==> config.mk <==
export PLATFORM = sky130hd
export DESIGN_NAME = tre_setup
export DESIGN_NICKNAME = d
export VERILOG_FILES = /design/src/rtl/tre_pkg.sv /design/src/rtl/tre_setup.sv
export SDC_FILE = /design/constraint.sdc
export NUM_CORES = 2
export LEC_CHECK = 0
export BUFFER_PORTS_ARGS = -buffer_cell sky130_fd_sc_hd__buf_2
export CAP_MARGIN = 20
export CORE_UTILIZATION = 70
export DETAILED_ROUTE_END_ITERATION = 16
export PLACE_DENSITY = 0.95
export SLEW_MARGIN = 20
export SYNTH_ARGS = -nofsm -noshare
export SYNTH_HDL_FRONTEND = slang
export SYNTH_SLANG_ARGS = --single-unit
export TNS_END_PERCENT = 5
==> constraint.sdc <==
create_clock -name vclk -period 15.5
set_input_delay 0.775 -clock vclk [all_inputs]
set_output_delay 0.775 -clock vclk [all_outputs]
set_load 0.1 [all_outputs]
==> src/rtl/tre_pkg.sv <==
// Shared constants, types and helpers for the triangle edge rasterizer.
// Used by tre_setup and triangle_edge_raster_top; no dependencies.
package tre_pkg;

	localparam int COORD_BITS  = 14;
	localparam int SCREEN_BITS = 12;
	localparam int CHANNELS    = 3;
	localparam int DIM_W       = 13;
	localparam int COLOR_W     = 8;
	localparam int ADDR_W      = 26;
	localparam int NUM_VERT    = 3;
	localparam int CFG_IDX_W   = 1;

	// signed width holding any vertex, pixel or difference of the two
	localparam int DIFF_W     = ((COORD_BITS > SCREEN_BITS + 1) ? COORD_BITS : SCREEN_BITS + 1) + 1;
	localparam int PROD_W     = 2 * DIFF_W;
	localparam int EFF_W      = SCREEN_BITS + 1;
	localparam int EXT_W      = (DIM_W > EFF_W) ? DIM_W : EFF_W;
	localparam int SCREEN_MAX = 1 << SCREEN_BITS;
	localparam int ROW_W      = SCREEN_BITS + EFF_W;
	localparam int ADDR_SUM_W = ROW_W + 1;
	localparam int ADDR_MUL_W = ADDR_SUM_W + 3;

	localparam int IN_TDATA_W  = ((2 * NUM_VERT * COORD_BITS + 3 * COLOR_W + 7) / 8) * 8;
	localparam int OUT_TDATA_W = ((2 * SCREEN_BITS + ADDR_W + 3 * COLOR_W + 7) / 8) * 8;
	localparam int COLOR_LSB   = 2 * NUM_VERT * COORD_BITS;

	typedef logic signed [COORD_BITS-1:0] coord_t;
	typedef logic [SCREEN_BITS-1:0]       scr_t;
	typedef logic [DIM_W-1:0]             dim_t;
	typedef logic [COLOR_W-1:0]           color_t;
	typedef logic signed [DIFF_W-1:0]     diff_t;
	typedef logic signed [PROD_W-1:0]     prod_t;

	typedef enum logic {
		ACT_LOAD = 1'b0,
		ACT_STEP = 1'b1
	} action_t;

	typedef enum logic [CFG_IDX_W-1:0] {
		REG_SCREEN_WIDTH  = 1'b0,
		REG_SCREEN_HEIGHT = 1'b1
	} cfg_reg_t;

	// clipped bounding box handed from setup to the scan control
	typedef struct packed {
		scr_t lo_x;
		scr_t lo_y;
		scr_t hi_x;
		scr_t hi_y;
		logic empty;
	} box_t;

	// register value clamped to the largest supported screen size
	function automatic logic [EFF_W-1:0] eff_dim(input dim_t r);
		logic [EXT_W-1:0] ext;
		begin
			ext = EXT_W'(r);
			if (ext > EXT_W'(SCREEN_MAX)) ext = EXT_W'(SCREEN_MAX);
			return EFF_W'(ext);
		end
	endfunction

	function automatic diff_t ext_coord(input coord_t v);
		return {{(DIFF_W-COORD_BITS){v[COORD_BITS-1]}}, v};
	endfunction

	function automatic diff_t ext_pix(input scr_t p);
		return DIFF_W'(p);
	endfunction

endpackage

==> src/rtl/tre_setup.sv <==
// Triangle setup: vertex bounding box clipped to the screen, and the
// zero-area test. Combinational; depends on tre_pkg.
module tre_setup (
	input  tre_pkg::coord_t [tre_pkg::NUM_VERT-1:0] vx,
	input  tre_pkg::coord_t [tre_pkg::NUM_VERT-1:0] vy,
	input  tre_pkg::dim_t                           width,
	input  tre_pkg::dim_t                           height,
	output tre_pkg::box_t                           box
);
	import tre_pkg::*;

	diff_t min_x, max_x, min_y, max_y;
	diff_t lim_x, lim_y;
	diff_t lo_x, lo_y, hi_x, hi_y;
	diff_t dx1, dy1, dx2, dy2;
	prod_t area_a, area_b;

	always_comb begin
		min_x = ext_coord(vx[0]);
		max_x = ext_coord(vx[0]);
		min_y = ext_coord(vy[0]);
		max_y = ext_coord(vy[0]);
		for (int i = 1; i < NUM_VERT; i++) begin
			if (ext_coord(vx[i]) < min_x) min_x = ext_coord(vx[i]);
			if (ext_coord(vx[i]) > max_x) max_x = ext_coord(vx[i]);
			if (ext_coord(vy[i]) < min_y) min_y = ext_coord(vy[i]);
			if (ext_coord(vy[i]) > max_y) max_y = ext_coord(vy[i]);
		end
	end

	// last usable column/row; -1 when the register is zero
	assign lim_x = DIFF_W'(eff_dim(width)) - DIFF_W'(1);
	assign lim_y = DIFF_W'(eff_dim(height)) - DIFF_W'(1);

	assign lo_x = min_x[DIFF_W-1] ? '0 : min_x;
	assign lo_y = min_y[DIFF_W-1] ? '0 : min_y;
	assign hi_x = (max_x > lim_x) ? lim_x : max_x;
	assign hi_y = (max_y > lim_y) ? lim_y : max_y;

	// doubled signed area is zero when both cross terms match
	assign dx1 = ext_coord(vx[1]) - ext_coord(vx[0]);
	assign dy1 = ext_coord(vy[1]) - ext_coord(vy[0]);
	assign dx2 = ext_coord(vx[2]) - ext_coord(vx[0]);
	assign dy2 = ext_coord(vy[2]) - ext_coord(vy[0]);
	assign area_a = dx1 * dy2;
	assign area_b = dy1 * dx2;

	assign box.lo_x  = SCREEN_BITS'(lo_x);
	assign box.lo_y  = SCREEN_BITS'(lo_y);
	assign box.hi_x  = SCREEN_BITS'(hi_x);
	assign box.hi_y  = SCREEN_BITS'(hi_y);
	assign box.empty = (area_a == area_b) || (lo_x > hi_x) || (lo_y > hi_y);

endmodule

## After elaboration in Yosys (flattened, before gate mapping)

Index checks and enable logic that the tools add are counted.

- Register bits: 0
- Input bits: 110
- Output and inout bits: 49
- Logic and storage cells: 39

- Add/sub/neg operators: 6
- Multiply operators: 2
- Order comparisons: 14
- Equal/unequal tests: 1
- Muxes and demuxes: 14
- Reduce and logical (&&, ||, !) cells: 2

Operators with widths:

| kind | count |
|---|---|
| 15-bit 2-to-1 mux | 10 |
| 15-bit by 15-bit multiplier with 30-bit output | 2 |
| 14-bit by 14-bit subtractor with 15-bit output | 4 |
| 30-bit equality test | 1 |
| 14-bit by 15-bit > comparator with 1-bit output | 2 |
| 15-bit by 14-bit > comparator with 1-bit output | 2 |
| 15-bit > comparator | 2 |
| 14-bit by 15-bit < comparator with 1-bit output | 2 |
| 14-bit > comparator | 2 |
| 14-bit < comparator | 2 |
| 14-bit 2-to-1 mux | 2 |
| 13-bit by 1-bit subtractor with 14-bit output (second input constant) | 2 |
| 13-bit > comparator (second input constant) | 2 |
| 13-bit 2-to-1 mux | 2 |
| 1-bit logical OR | 2 |

## Longest topological paths before layout

- Word-level depth: 9
- Gate-level depth with buffers: 45
- Gate-level depth less buffers: 42

## Worst setup path before layout

Ideal clock, no wire load.

- Path type: input to output
- From: input vx[6] (netlist name)
- To: output box[0] (netlist name)
- Data arrival time: 11110 ps
- Data required time: 14725 ps
- Path slack: 3615 ps
- Stages: 45
- Path buffers: 3
- Cells stage by stage: inv_1 -> ha_1 -> a21o_1 -> a21o_1 -> a21o_1 -> a21oi_1 -> a21oi_1 -> o21a_1 -> o21ai_1 -> clkbuf_1 -> o21ai_0 -> and2_1 -> ha_1 -> nor2b_1 -> o21a_1 -> o21a_1 -> o21a_1 -> o211ai_1 -> [... 9 more ...] -> o211ai_1 -> a21oi_1 -> o31a_1 -> o41ai_1 -> clkbuf_1 -> nor2_1 -> a21oi_1 -> ha_1 -> nor2b_1 -> o21a_1 -> o21a_1 -> o21a_1 -> o21a_1 -> o211ai_1 -> a21oi_1 -> o21ai_0 -> nand4_1 -> a221o_1

RTL lines:

| item | line | RTL |
|---|---|---|
| start: declaration | tre_setup.sv:4 | `input tre_pkg::coord_t [tre_pkg::NUM_VERT-1:0] vx,` |
| end: declaration | tre_setup.sv:8 | `output tre_pkg::box_t box` |

==> results.md <==
* Cell mode on critical path: o21a_1
* RSZ-0062 raised after global routing: false
* Dpl hpwl at 65,600 um
* Seq cells at 0
* Hold_buf cts at 0
* Max-cap violations at 0
* Vias at 23,300
* IO Port Bufs at 159
* Die area at 36,700 um2
* WP data required at 14,730 ps
* Largest net degree at the start of global routing at 36
* Synth cell types at 79
* Row cnt at 69
* Status: completed
* Share of cells above drive strength 1 at 0.0910
* Initial antenna violation count at 0
* Critical path origin: vx[8]
* Commonest non-fill, non-tap cell in the layout: inv_1
* Final slew viol count at 0
* Hold Path Class: in2out
* Tmin final at 12,190 ps
* CP max stage cell: o21a_1
* Final setup viols at 0
* Ant. Diodes at 0
* Initial Util at 0.709
* Ys Warns at 0
* Worst Tran Pin Value at 1160 ps
* Fmax achieved at 82.0 MHz
* Area Overhead vs Synth at 5.86%
* Die Width at 192 um
* Worst Setup EP: box[0]
* Post-route ant nets at 0
* Final Util at 0.750
* First-pass GRT wire length at 122,000 um
* CP max stage delay at 850 ps
* Syn avg cell area at 8.20 um2
* Post-synthesis cell area at 25,100 um2
* Post-synthesis sequential area ratio at 0
* CP Depth at 45
* RD Place Congestion at 1.05
* Vias in the first global route at 24,900
* Critical path type: in2out
* # IOs at 159
* GRT Total Usage at 0.427
* Reg area at 0 um2
* Die Ht at 192 um
* Crit end category: output pin
* Routed WL at 76,500 um
* Fin. Hold Viols at 0
* Via-per-instance ratio at 6.40
* Residual DRC at 0
* Initial DRT Pass Iterations at 8
* Critical Path Source Type: primary input
* # fillers at 2,536
* Worst path top cell family by delay: compound AO/OA/AOI/OAI gates
* Rel. slew slack at 0.220
* Initial DRC count at 2,292
* Syn_nets at 3,955
* Nets at 4,078
* Setup TNS at 0 ps
* Clock buffers at 0
* Post-cts resize count at 0
* Core box area at 35,500 um2
* Post-CTS setup buffers at 0
* Worst Path Buf+Inv at 5
* GRT overflow at 0
* Worst Hold Launch: vy[28]
* Syn Inst Count at 3,066
* Worst-path fanout max at 28
* Final period utilization at 0.787
* WL/cell at 21.0 um
* Crit path DAT at 11,420 ps
* Most frequent cells in the layout: inv_1 (534), fa_1 (448), nor2_1 (383)
==> per-stage QoR <==
step	hold slack [ps]	area [um2]	instances	setup WS, ps
after detailed placement	2130	26600	3648	3600
after global placement	2110	26600	3648	3860
final	2130	26600	3648	3310
after CTS	2130	26600	3648	3560
after global routing	2150	26600	3648	3000
after floorplan	2090	25100	3066	3620
==> cell families (layout without fill, tap and decap cells) <==
group,Yosys count,in the layout,synth area share
AND/OR/NAND/NOR,994,994,0.180
adder cells (fa/ha/maj),779,779,0.521
AO/OA/AOI/OAI,447,447,0.117
XOR/XNOR,156,156,0.0565
multiplexers,82,82,0.0341
buffers and inverters,608,729,0.0911
==> layer usage <==
metal	part of all wire	vias up	track usage
li1	-	10100	-
met1	0.35	11300	0.493
met2	0.47	1504	0.724
met3	0.11	414	0.107
met4	0.065	0	0.234
met5	0	-	0
==> area by class of cell <==
| class | count | area, um2 | share of cell area |
|---|---|---|---|
| Multi-Input combinational cell | 2458 | 23000 | 0.863 |
| Inverter | 534 | 2000 | 0.0753 |
| Timing Repair Buffer | 195 | 1070 | 0.0400 |
| Tap cell | 461 | 577 | 0.0217 |
==> worst min path at each step <==
stage | cells after the start | slack (ps) | to
final | 4 | 2130 | box[25]
after global routing | 4 | 2150 | box[37]
after CTS | 4 | 2130 | box[25]
after detailed placement | 4 | 2130 | box[37]
after global placement | 4 | 2110 | box[37]
after floorplan | 3 | 2090 | box[13]
==> synthesized netlist by cell type (4+ instances only) <==
cell type	n	area, um2
nor2b_1	32	200
o31a_1	5	43.8
o22ai_1	5	31.3
a21boi_0	12	90.1
and2_1	34	213
a211o_1	4	35.0
o211ai_1	13	97.6
nand4_1	30	188
a21o_1	40	300
nand3b_1	4	30.0
nand2_1	278	1040
nor2_1	383	1440
or3_1	11	68.8
o31ai_1	5	37.5
mux2_2	29	327
or2_2	26	163
xnor3_1	4	90.1
nand2b_1	63	394
xnor2_1	105	920
a211oi_1	12	90.1
o21ai_0	94	470
ha_1	331	4140
o2111ai_1	5	43.8
a21oi_1	116	581
inv_1	534	2000
a31oi_1	22	138
o21a_1	47	353
fa_1	448	8970
and4_1	10	87.6
nand3_1	52	260
nor3_1	31	155
o21bai_1	11	82.6
o21ai_1	7	35.0
clkbuf_1	67	251
and3_1	12	75.1
o211a_1	4	40.0
mux2i_1	53	531
a2111oi_0	5	43.8
xor2_1	47	412
nor4_1	14	87.6
Power is left out: the tool's default activity adds up to more than one toggle a clock period on the data nets, which glitch-free logic cannot reach.
